--- src/mtep_pkg.sv ---
// Shared types and constants for the MIDI track event parser.
`timescale 1ns / 1ps

package mtep_pkg;

    // Status byte class boundaries and special codes.
    localparam logic [7:0] STATUS_NOTE_LO  = 8'h80;
    localparam logic [7:0] STATUS_NOTE_HI  = 8'h9F;
    localparam logic [7:0] STATUS_TWO_LO   = 8'hA0;
    localparam logic [7:0] STATUS_TWO_HI   = 8'hBF;
    localparam logic [7:0] STATUS_ONE_LO   = 8'hC0;
    localparam logic [7:0] STATUS_ONE_HI   = 8'hDF;
    localparam logic [7:0] STATUS_BEND_LO  = 8'hE0;
    localparam logic [7:0] STATUS_BEND_HI  = 8'hEF;
    localparam logic [7:0] STATUS_SYSEX    = 8'hF0;
    localparam logic [7:0] STATUS_SYSEX_CT = 8'hF7;
    localparam logic [7:0] STATUS_META     = 8'hFF;
    localparam logic [7:0] META_TEMPO      = 8'h51;
    localparam logic [7:0] META_EOT        = 8'h2F;

    localparam int DELTA_W = 28;
    localparam int TEMPO_W = 24;
    localparam int KEY_W   = 7;

    typedef enum logic [3:0] {
        PH_DELTA  = 4'd0,
        PH_STATUS = 4'd1,
        PH_KEY    = 4'd2,
        PH_MTYPE  = 4'd3,
        PH_LEN    = 4'd4,
        PH_SKIP   = 4'd5,
        PH_TEMPO  = 4'd6
    } t_phase;

    // Class of a byte when it is read as a status byte.
    typedef enum logic [2:0] {
        CLS_NOTE  = 3'd0,
        CLS_SKIP2 = 3'd1,
        CLS_SKIP1 = 3'd2,
        CLS_SYSEX = 3'd3,
        CLS_META  = 3'd4,
        CLS_BAD   = 3'd5
    } t_class;

    typedef enum logic [1:0] {
        KIND_NOTE  = 2'd0,
        KIND_TEMPO = 2'd1,
        KIND_EOT   = 2'd2,
        KIND_BAD   = 2'd3
    } t_kind;

    // One classified byte as it travels from the front end to the parser.
    typedef struct packed {
        logic [7:0] data;
        logic       track_start;
        t_class     cls;
        logic       is_eot;
        logic       is_tempo;
    } t_token;

endpackage

--- src/mtep_front.sv ---
// Front end: accepts raw bytes, classifies them and pushes them into the queue.
`timescale 1ns / 1ps

module mtep_front (
    input  logic               i_data_byte_valid,
    input  logic [7:0]         i_data_byte,
    input  logic               i_track_start,
    input  logic               i_queue_full,
    output logic               o_ready,
    output logic               o_push,
    output mtep_pkg::t_token   o_token
);

    mtep_pkg::t_class w_cls;

    always_comb begin
        if (i_data_byte inside {[mtep_pkg::STATUS_NOTE_LO:mtep_pkg::STATUS_NOTE_HI]}) begin
            w_cls = mtep_pkg::CLS_NOTE;
        end else if (i_data_byte inside {[mtep_pkg::STATUS_TWO_LO:mtep_pkg::STATUS_TWO_HI],
                                         [mtep_pkg::STATUS_BEND_LO:mtep_pkg::STATUS_BEND_HI]}) begin
            w_cls = mtep_pkg::CLS_SKIP2;
        end else if (i_data_byte inside {[mtep_pkg::STATUS_ONE_LO:mtep_pkg::STATUS_ONE_HI]}) begin
            w_cls = mtep_pkg::CLS_SKIP1;
        end else if (i_data_byte inside {mtep_pkg::STATUS_SYSEX, mtep_pkg::STATUS_SYSEX_CT}) begin
            w_cls = mtep_pkg::CLS_SYSEX;
        end else if (i_data_byte == mtep_pkg::STATUS_META) begin
            w_cls = mtep_pkg::CLS_META;
        end else begin
            w_cls = mtep_pkg::CLS_BAD;
        end
    end

    assign o_ready  = !i_queue_full;
    assign o_push   = i_data_byte_valid && !i_queue_full;

    assign o_token.data        = i_data_byte;
    assign o_token.track_start = i_track_start;
    assign o_token.cls         = w_cls;
    assign o_token.is_eot      = (i_data_byte == mtep_pkg::META_EOT);
    assign o_token.is_tempo    = (i_data_byte == mtep_pkg::META_TEMPO);

endmodule

--- src/mtep_queue.sv ---
// Short FIFO of classified bytes between the front end and the parser.
`timescale 1ns / 1ps

module mtep_queue #(
    parameter int DEPTH = 2
) (
    input  logic              i_clk,
    input  logic              i_rst_n,
    input  logic              i_push,
    input  mtep_pkg::t_token  i_token,
    output logic              o_full,
    output logic              o_valid,
    output mtep_pkg::t_token  o_token,
    input  logic              i_pop
);

    localparam int PW = $clog2(DEPTH);
    localparam int CW = $clog2(DEPTH + 1);

    mtep_pkg::t_token r_mem [DEPTH];
    logic [PW-1:0]    r_wr_ptr, n_wr_ptr;
    logic [PW-1:0]    r_rd_ptr, n_rd_ptr;
    logic [CW-1:0]    r_count,  n_count;
    logic             w_push, w_pop;

    assign o_full  = (r_count == CW'(DEPTH));
    assign o_valid = (r_count != '0);
    assign o_token = r_mem[r_rd_ptr];
    assign w_push  = i_push && !o_full;
    assign w_pop   = i_pop && o_valid;

    always_comb begin
        n_wr_ptr = r_wr_ptr;
        n_rd_ptr = r_rd_ptr;
        n_count  = r_count;
        if (w_push) begin
            n_wr_ptr = (r_wr_ptr == PW'(DEPTH - 1)) ? '0 : r_wr_ptr + 1'b1;
        end
        if (w_pop) begin
            n_rd_ptr = (r_rd_ptr == PW'(DEPTH - 1)) ? '0 : r_rd_ptr + 1'b1;
        end
        case ({w_push, w_pop})
            2'b10:   n_count = r_count + 1'b1;
            2'b01:   n_count = r_count - 1'b1;
            default: n_count = r_count;
        endcase
    end

    always_ff @(posedge i_clk) begin
        if (!i_rst_n) begin
            r_wr_ptr <= '0;
            r_rd_ptr <= '0;
            r_count  <= '0;
        end else begin
            r_wr_ptr <= n_wr_ptr;
            r_rd_ptr <= n_rd_ptr;
            r_count  <= n_count;
        end
    end

    always_ff @(posedge i_clk) begin
        if (w_push) begin
            r_mem[r_wr_ptr] <= i_token;
        end
    end

endmodule

--- src/mtep_back.sv ---
// Back end: event parsing state machine and registered result stage.
`timescale 1ns / 1ps

module mtep_back #(
    parameter int VLQ_MAX_BYTES = 4
) (
    input  logic               i_clk,
    input  logic               i_rst_n,
    input  logic               i_q_valid,
    input  mtep_pkg::t_token   i_token,
    output logic               o_pop,
    input  logic               i_out_ready,
    output logic               o_out_valid,
    output logic [1:0]         o_event_kind,
    output logic [27:0]        o_delta_ticks,
    output logic [6:0]         o_key_number,
    output logic [23:0]        o_tempo_value
);

    mtep_pkg::t_phase r_phase, n_phase;
    logic [27:0]      r_delta, n_delta;
    logic [1:0]       r_vlq_cnt, n_vlq_cnt;
    logic             r_is_meta, n_is_meta;
    logic             r_is_eot, n_is_eot;
    logic             r_is_tempo, n_is_tempo;
    logic [27:0]      r_remain, n_remain;
    logic [1:0]       r_pidx, n_pidx;
    logic [23:0]      r_tempo, n_tempo;

    logic             r_out_valid;
    mtep_pkg::t_kind  r_kind;
    logic [27:0]      r_out_delta;
    logic [6:0]       r_out_key;
    logic [23:0]      r_out_tempo;

    mtep_pkg::t_phase w_phase;
    logic [1:0]       w_cnt;
    logic [7:0]       w_b;
    logic             w_vlq_more;
    logic [27:0]      w_vlq_delta, w_vlq_len, w_rem_dec;
    logic             w_res;
    mtep_pkg::t_kind  w_res_kind;
    logic [6:0]       w_res_key;
    logic [23:0]      w_res_tempo;
    logic             w_out_free;

    assign w_b     = i_token.data;
    assign w_phase = i_token.track_start ? mtep_pkg::PH_DELTA : r_phase;
    assign w_cnt   = i_token.track_start ? 2'd0 : r_vlq_cnt;

    // Continuation bit set and the quantity has room for another byte.
    assign w_vlq_more  = w_b[7] && (({1'b0, w_cnt} + 3'd1) < 3'(VLQ_MAX_BYTES));
    assign w_vlq_delta = ((w_cnt == 2'd0) ? 28'd0 : {r_delta[20:0], 7'd0})
                         | {21'd0, w_b[6:0]};
    assign w_vlq_len   = ((w_cnt == 2'd0) ? 28'd0 : {r_remain[20:0], 7'd0})
                         | {21'd0, w_b[6:0]};
    assign w_rem_dec   = (r_remain != 28'd0) ? r_remain - 28'd1 : r_remain;

    always_comb begin
        n_phase     = w_phase;
        n_delta     = r_delta;
        n_vlq_cnt   = w_cnt;
        n_is_meta   = r_is_meta;
        n_is_eot    = r_is_eot;
        n_is_tempo  = r_is_tempo;
        n_remain    = r_remain;
        n_pidx      = r_pidx;
        n_tempo     = r_tempo;
        w_res       = 1'b0;
        w_res_kind  = mtep_pkg::KIND_NOTE;
        w_res_key   = 7'd0;
        w_res_tempo = r_tempo;
        case (w_phase)
            mtep_pkg::PH_DELTA: begin
                n_delta = w_vlq_delta;
                if (w_vlq_more) begin
                    n_vlq_cnt = w_cnt + 2'd1;
                end else begin
                    n_vlq_cnt = 2'd0;
                    n_phase   = mtep_pkg::PH_STATUS;
                end
            end
            mtep_pkg::PH_STATUS: begin
                n_vlq_cnt = 2'd0;
                n_is_meta = (i_token.cls == mtep_pkg::CLS_META);
                case (i_token.cls)
                    mtep_pkg::CLS_NOTE: n_phase = mtep_pkg::PH_KEY;
                    mtep_pkg::CLS_SKIP2: begin
                        n_remain = 28'd2;
                        n_phase  = mtep_pkg::PH_SKIP;
                    end
                    mtep_pkg::CLS_SKIP1: begin
                        n_remain = 28'd1;
                        n_phase  = mtep_pkg::PH_SKIP;
                    end
                    mtep_pkg::CLS_SYSEX: n_phase = mtep_pkg::PH_LEN;
                    mtep_pkg::CLS_META:  n_phase = mtep_pkg::PH_MTYPE;
                    default: begin
                        w_res      = 1'b1;
                        w_res_kind = mtep_pkg::KIND_BAD;
                        n_phase    = mtep_pkg::PH_DELTA;
                    end
                endcase
            end
            mtep_pkg::PH_KEY: begin
                w_res      = 1'b1;
                w_res_kind = mtep_pkg::KIND_NOTE;
                w_res_key  = w_b[6:0];
                n_remain   = 28'd1;
                n_phase    = mtep_pkg::PH_SKIP;
            end
            mtep_pkg::PH_MTYPE: begin
                n_is_eot   = i_token.is_eot;
                n_is_tempo = i_token.is_tempo;
                n_vlq_cnt  = 2'd0;
                n_phase    = mtep_pkg::PH_LEN;
            end
            mtep_pkg::PH_LEN: begin
                n_remain = w_vlq_len;
                if (w_vlq_more) begin
                    n_vlq_cnt = w_cnt + 2'd1;
                end else begin
                    n_vlq_cnt = 2'd0;
                    if (r_is_meta && r_is_eot) begin
                        w_res      = 1'b1;
                        w_res_kind = mtep_pkg::KIND_EOT;
                        n_phase    = mtep_pkg::PH_DELTA;
                    end else if (r_is_meta && r_is_tempo) begin
                        n_pidx = 2'd0;
                        if (w_vlq_len == 28'd0) begin
                            w_res      = 1'b1;
                            w_res_kind = mtep_pkg::KIND_TEMPO;
                            n_phase    = mtep_pkg::PH_DELTA;
                        end else begin
                            n_phase = mtep_pkg::PH_TEMPO;
                        end
                    end else begin
                        n_phase = (w_vlq_len == 28'd0) ? mtep_pkg::PH_DELTA
                                                        : mtep_pkg::PH_SKIP;
                    end
                end
            end
            mtep_pkg::PH_SKIP: begin
                n_remain = w_rem_dec;
                if (w_rem_dec == 28'd0) begin
                    n_phase = mtep_pkg::PH_DELTA;
                end
            end
            mtep_pkg::PH_TEMPO: begin
                if (r_pidx != 2'd3) begin
                    n_tempo = {r_tempo[15:0], w_b};
                    n_pidx  = r_pidx + 2'd1;
                end
                n_remain = w_rem_dec;
                if (w_rem_dec == 28'd0) begin
                    w_res       = 1'b1;
                    w_res_kind  = mtep_pkg::KIND_TEMPO;
                    w_res_tempo = n_tempo;
                    n_phase     = mtep_pkg::PH_DELTA;
                end
            end
            default: begin
                n_phase   = mtep_pkg::PH_DELTA;
                n_vlq_cnt = 2'd0;
            end
        endcase
    end

    // A byte leaves the queue unless its result would overwrite one still waiting.
    assign w_out_free = !r_out_valid || i_out_ready;
    assign o_pop      = i_q_valid && (!w_res || w_out_free);

    always_ff @(posedge i_clk) begin
        if (!i_rst_n) begin
            r_phase     <= mtep_pkg::PH_DELTA;
            r_delta     <= '0;
            r_vlq_cnt   <= '0;
            r_is_meta   <= 1'b0;
            r_is_eot    <= 1'b0;
            r_is_tempo  <= 1'b0;
            r_remain    <= '0;
            r_pidx      <= '0;
            r_tempo     <= '0;
            r_out_valid <= 1'b0;
        end else begin
            if (o_pop) begin
                r_phase    <= n_phase;
                r_delta    <= n_delta;
                r_vlq_cnt  <= n_vlq_cnt;
                r_is_meta  <= n_is_meta;
                r_is_eot   <= n_is_eot;
                r_is_tempo <= n_is_tempo;
                r_remain   <= n_remain;
                r_pidx     <= n_pidx;
                r_tempo    <= n_tempo;
            end
            if (o_pop && w_res) begin
                r_out_valid <= 1'b1;
            end else if (i_out_ready) begin
                r_out_valid <= 1'b0;
            end
        end
    end

    always_ff @(posedge i_clk) begin
        if (o_pop && w_res) begin
            r_kind      <= w_res_kind;
            r_out_delta <= r_delta;
            r_out_key   <= w_res_key;
            r_out_tempo <= w_res_tempo;
        end
    end

    assign o_out_valid   = r_out_valid;
    assign o_event_kind  = r_kind;
    assign o_delta_ticks = r_out_delta;
    assign o_key_number  = r_out_key;
    assign o_tempo_value = r_out_tempo;

endmodule

--- src/midi_track_event_parser_top.sv ---
// Top level of the MIDI track event parser: front end, byte queue and parser.
// An accepted byte is first stored in the queue; the parser takes it from there
// and registers its event, if any, in the output stage.
// Throughput: one byte per cycle; a byte whose event finds one untaken is held.
// Reset (i_rst_n low, synchronous) empties the queue, drops any pending event and
// returns the parser to expecting a delta time with cleared state.
`timescale 1ns / 1ps

module midi_track_event_parser_top #(
    parameter int VLQ_MAX_BYTES = 4,
    parameter int QUEUE_DEPTH   = 2
) (
    input  logic        i_clk,
    input  logic        i_rst_n,
    // Input byte channel.
    input  logic        i_in_valid,
    output logic        o_in_ready,
    input  logic [7:0]  i_data_byte,
    input  logic        i_track_start,
    // Event result channel.
    output logic        o_out_valid,
    input  logic        i_out_ready,
    output logic [1:0]  o_event_kind,
    output logic [27:0] o_delta_ticks,
    output logic [6:0]  o_key_number,
    output logic [23:0] o_tempo_value
);

    // The front end classifies each byte as if it were a status byte or a meta
    // type, so the parser only has to select on precomputed flags.
    mtep_pkg::t_token w_push_token;
    mtep_pkg::t_token w_pop_token;
    logic             w_push;
    logic             w_full;
    logic             w_q_valid;
    logic             w_pop;

    mtep_front u_front (
        .i_data_byte_valid (i_in_valid),
        .i_data_byte       (i_data_byte),
        .i_track_start     (i_track_start),
        .i_queue_full      (w_full),
        .o_ready           (o_in_ready),
        .o_push            (w_push),
        .o_token           (w_push_token)
    );

    // The queue lets the input side keep taking bytes, until it is full, while a
    // finished event waits on the output side.
    mtep_queue #(
        .DEPTH (QUEUE_DEPTH)
    ) u_queue (
        .i_clk   (i_clk),
        .i_rst_n (i_rst_n),
        .i_push  (w_push),
        .i_token (w_push_token),
        .o_full  (w_full),
        .o_valid (w_q_valid),
        .o_token (w_pop_token),
        .i_pop   (w_pop)
    );

    // The parser consumes one byte per cycle. A byte that produces an event is
    // held back only when the output register still holds an event that has not
    // been taken; bytes that produce nothing keep flowing.
    mtep_back #(
        .VLQ_MAX_BYTES (VLQ_MAX_BYTES)
    ) u_back (
        .i_clk         (i_clk),
        .i_rst_n       (i_rst_n),
        .i_q_valid     (w_q_valid),
        .i_token       (w_pop_token),
        .o_pop         (w_pop),
        .i_out_ready   (i_out_ready),
        .o_out_valid   (o_out_valid),
        .o_event_kind  (o_event_kind),
        .o_delta_ticks (o_delta_ticks),
        .o_key_number  (o_key_number),
        .o_tempo_value (o_tempo_value)
    );

endmodule

--- config.mk ---
export PLATFORM = sky130hd
export DESIGN_NAME = midi_track_event_parser_top
export DESIGN_NICKNAME = d
export VERILOG_FILES = /design/src/mtep_pkg.sv /design/src/mtep_front.sv /design/src/mtep_queue.sv /design/src/mtep_back.sv /design/src/midi_track_event_parser_top.sv
export SDC_FILE = /design/constraint.sdc
export NUM_CORES = 1
export LEC_CHECK = 0
export BUFFER_PORTS_ARGS = -buffer_cell sky130_fd_sc_hd__buf_2
export CAP_MARGIN = 0
export CORE_MARGIN = 5
export CORE_UTILIZATION = 60
export CTS_BUF_LIST = sky130_fd_sc_hd__clkbuf_8
export CTS_CLUSTER_DIAMETER = 50
export CTS_CLUSTER_SIZE = 25
export DETAILED_ROUTE_END_ITERATION = 8
export HOLD_SLACK_MARGIN = 0.15
export MAX_ROUTING_LAYER = met4
export PLACE_DENSITY = 0.8
export SLEW_MARGIN = 20
export SYNTH_ARGS = -nofsm -noshare
export SYNTH_HDL_FRONTEND = slang
export SYNTH_HIERARCHICAL = 1
export SYNTH_SLANG_ARGS = --single-unit
--- constraint.sdc ---
create_clock -name i_clk -period 9 [get_ports i_clk]
set_input_delay 1.8 -clock i_clk [delete_from_list [all_inputs] [get_ports i_clk]]
set_output_delay 1.8 -clock i_clk [all_outputs]
set_load 0.02 [all_outputs]
==> results.toml <==
[finish]
drive_above_1_share = 0.1654
syn_to_final_growth_pct = 7.707
ff_latch_area_um2 = 4614
final_util = 0.6615
multi_input_area_um2 = 3930
fill_cells = 1173
n_antenna_cell = 0
fin_cells = 1103
fin_nets = 925

[drt]
vias_per_cell = 6.228
detail_route.iter0.violations = 685
drtAntennaViolNets = 0
wire_per_inst_um = 18.98
vias = 6870
drc = 0
firstDrtPassIters = 5
drt_wl_total_mm = 20.94

[grt]
grt_overflow = 0
grt_pass1_wl_mm = 33.95
grt_use_total = 0.2468
grt_start_max_net_pins = 62
antenna_found_initial = 0
first_global_vias = 6453

[power]
max-vdd-ir-drop_uv = 309.2
p_sw_uw = 1819
clock_power_share = 0.135
powerDensity_nw_per_um2 = 391.8
netSwitchingFraction = 0.4793
p_seq_frac = 0.299
p_int_uw = 1976
p_leak_uw = 0.003690
total_power_uw = 3795
combPwrFrac = 0.566

[worst_setup_path]
criticalPathCategory = "reg -> reg"
cp-end-kind = "flop"
crit_arrival_ps = 5160
critPathLaunchType = "flop"
cp_max_fo = 15
r2r_cells = 14
worstPathRequired_ps = 9390

[timing]
fin_hold_ws_ps = 444.4
slew_violations = 0
relSlewSlack = 0.2610
rsz0062_at_grt = "false"
worst_pin_slew_ps = 1106
hold_viol = 0
tns_ps = 0
period_share = 0.5301
finalSetupViolCount = 0
fmax_ghz = 0.2096
skew_ps = 18.84
layout_min_cycle_time_ps = 4771

[die]
fp.dieH_um = 132.4
start_util = 0.6141
rows = 44
core_um2 = 14640
ioPinCount = 76
dieArea_um2 = 17540
fp.dieW_um = 132.4

[logic_synthesis]
syn_avg_cell_area_um2 = 10.30
synth_ff_type = "dfxtp_1"
seq_area_frac_synth = 0.5131
synthCells = 873
syn-num-nets = 892
async_reset_ff_frac = 0
synth_edf_count = 89
yosys_warnings = 6
netlist_area_um2 = 8994
ys_types = 73
synth_seq_cells = 186

[clock_network]
cts_buffers = 17
htreeDepth = 4
cts_hold_buf = 0
ctsResizeCount = 0
clk_pin_slew_ps = 90
cts_tree = "done"
cts_sinks = 186
cts_setup_buffers = 0
clock_latency_ps = 470
clockRootBuffer = "clkbuf_8"
cts_buffer_depth = 2

[placed_design]
dp_hpwl_mm = 14.04
dp.cells = 1071
port-buffer-count = 75
finalWeightedCongestion = 1.012

[outcome]
status = "finished, final reports clean"

[worst_hold_path]
holdCritPathClass = "reg -> reg"
holdPathStages = 0

[job]
maxCapViolations = 0
## worst paths after layout
check / start / to / slack [ps]
setup reg to reg: u_back/r_remain[1] / u_queue/r_count[1] / 4230
setup / recovery: u_back/r_remain[1] / u_queue/r_count[1] / 4230
hold reg to reg: u_back/r_delta[26] / u_back/o_delta_ticks[26] / 440
hold / removal: u_back/r_delta[26] / u_back/o_delta_ticks[26] / 440
## metrics by stage
stage,worst slack (ps),area (µm²)
after floorplan,4125,8994
after global placement,4356,9326
after detailed placement,4314,9326
after CTS,4296,9687
after global routing,3938,9687
final,4229,9687
## cells in the mapped netlist, types with 3 or more instances
| cell type | instances | area (µm²) |
|---|---|---|
| xnor2_1 | 18 | 157.7 |
| a31oi_1 | 6 | 37.54 |
| inv_1 | 30 | 112.6 |
| nor2_1 | 59 | 221.5 |
| or3_1 | 14 | 87.58 |
| nand3_1 | 12 | 60.06 |
| o32ai_1 | 4 | 35.03 |
| or4_1 | 7 | 52.55 |
| buf_4 | 9 | 67.56 |
| and2_1 | 6 | 37.54 |
| a211oi_1 | 24 | 180.2 |
| nor3_1 | 36 | 180.2 |
| o21a_1 | 3 | 22.52 |
| mux2_2 | 14 | 157.7 |
| buf_6 | 7 | 78.83 |
| dfxtp_1 | 97 | 1942 |
| nor4_1 | 15 | 93.84 |
| buf_2 | 7 | 35.03 |
| nand4_1 | 6 | 37.54 |
| nor3b_1 | 25 | 187.7 |
| ha_1 | 6 | 75.07 |
| o211ai_1 | 6 | 45.04 |
| mux2_1 | 24 | 270.3 |
| a2111oi_0 | 12 | 105.1 |
| nand2b_1 | 8 | 50.05 |
| clkbuf_1 | 45 | 168.9 |
| nand2_1 | 81 | 304.0 |
| o31ai_1 | 6 | 45.04 |
| nor2b_1 | 7 | 43.79 |
| and4_1 | 4 | 35.03 |
| a21oi_1 | 45 | 225.2 |
| a22o_1 | 6 | 52.55 |
| o21ai_1 | 7 | 35.03 |
| o22ai_1 | 7 | 43.79 |
| mux2i_1 | 36 | 360.4 |
| and3_1 | 13 | 81.33 |
| edfxtp_1 | 89 | 2673 |
| o21ai_0 | 29 | 145.1 |
## layout by cell type (no fill, tap or decap), drive strengths merged, types with 5 or more instances in the layout
cell / Yosys / final
dfxtp: 97 / 97
edfxtp: 89 / 89
buf: 24 / 83
nand2: 81 / 81
nor2: 60 / 60
a21oi: 45 / 45
nor3: 38 / 38
inv: 31 / 38
mux2: 38 / 38
mux2i: 36 / 36
o21ai: 36 / 36
nor3b: 25 / 25
a211oi: 24 / 24
clkbuf: 45 / 18
xnor2: 18 / 18
nor4: 18 / 18
or3: 14 / 14
and3: 13 / 13
nand3: 13 / 13
a2111oi: 13 / 13
nand2b: 9 / 9
or4: 8 / 8
o22ai: 7 / 7
nand4: 7 / 7
nor2b: 7 / 7
o211ai: 7 / 7
and2: 6 / 6
a31oi: 6 / 6
o31ai: 6 / 6
a22o: 6 / 6
ha: 6 / 6
clkinv: 0 / 5
## critical path, stage by stage, from the launching register on
cell,delay [ps]
dfxtp_1,410
inv_1,140
ha_1,160
or4b_2,670
nor3_4,280
nand3_1,600
nand3b_1,440
xor2_1,250
nand4_1,250
nor4_4,300
nor2_1,170
o21a_1,200
ha_1,330
or3_1,350
a21boi_1,160
## sequential cells by signal (all words and copies together), names as in the netlist, 4 cells and up, named ones only
| register | count |
|---|---|
| u_back/o_delta_ticks | 28 |
| u_back/r_delta | 28 |
| u_back/r_remain | 28 |
| u_queue/r_mem | 28 |
| u_back/o_tempo_value | 24 |
| u_back/r_tempo | 24 |
| u_back/o_key_number | 7 |
| u_back/r_phase | 4 |
## cell families after synthesis
group / Yosys count / synth area share
AND/OR/NAND/NOR: 316 / 0.1942
flip-flops: 186 / 0.5131
AO/OA/AOI/OAI: 171 / 0.1249
buffers and inverters: 100 / 0.05231
multiplexers: 74 / 0.08765
XOR/XNOR: 20 / 0.01948
adder cells (fa/ha/maj): 6 / 0.008347
## routing by layer
layer	track usage	vias up	wire, µm
li1	-	3279	-
met1	0.3368	3266	9448
met2	0.3687	299	9615
met3	0.05809	26	1497
met4	0.07621	0	375
met5	-	-	0
## power groups by stage
stage	clock network [µW]	registers, µW	logic (µW)
floorplan	0	1120	1630
global placement	0	1150	2110
detailed placement	0	1150	2100
CTS	522	1130	2110
global route	561	1150	2330
finish	511	1140	2150
## area by class of cell
type / instances / share of cell area
clock buffer: 18 / 0.02557
tap: 184 / 0.02377
sequential: 186 / 0.4764
timing repair buffer: 83 / 0.04495
clock inverter: 14 / 0.01162
inverter: 31 / 0.01201
multi-input combinational: 587 / 0.4057
Note: power is estimated with default switching activity, not from simulation.
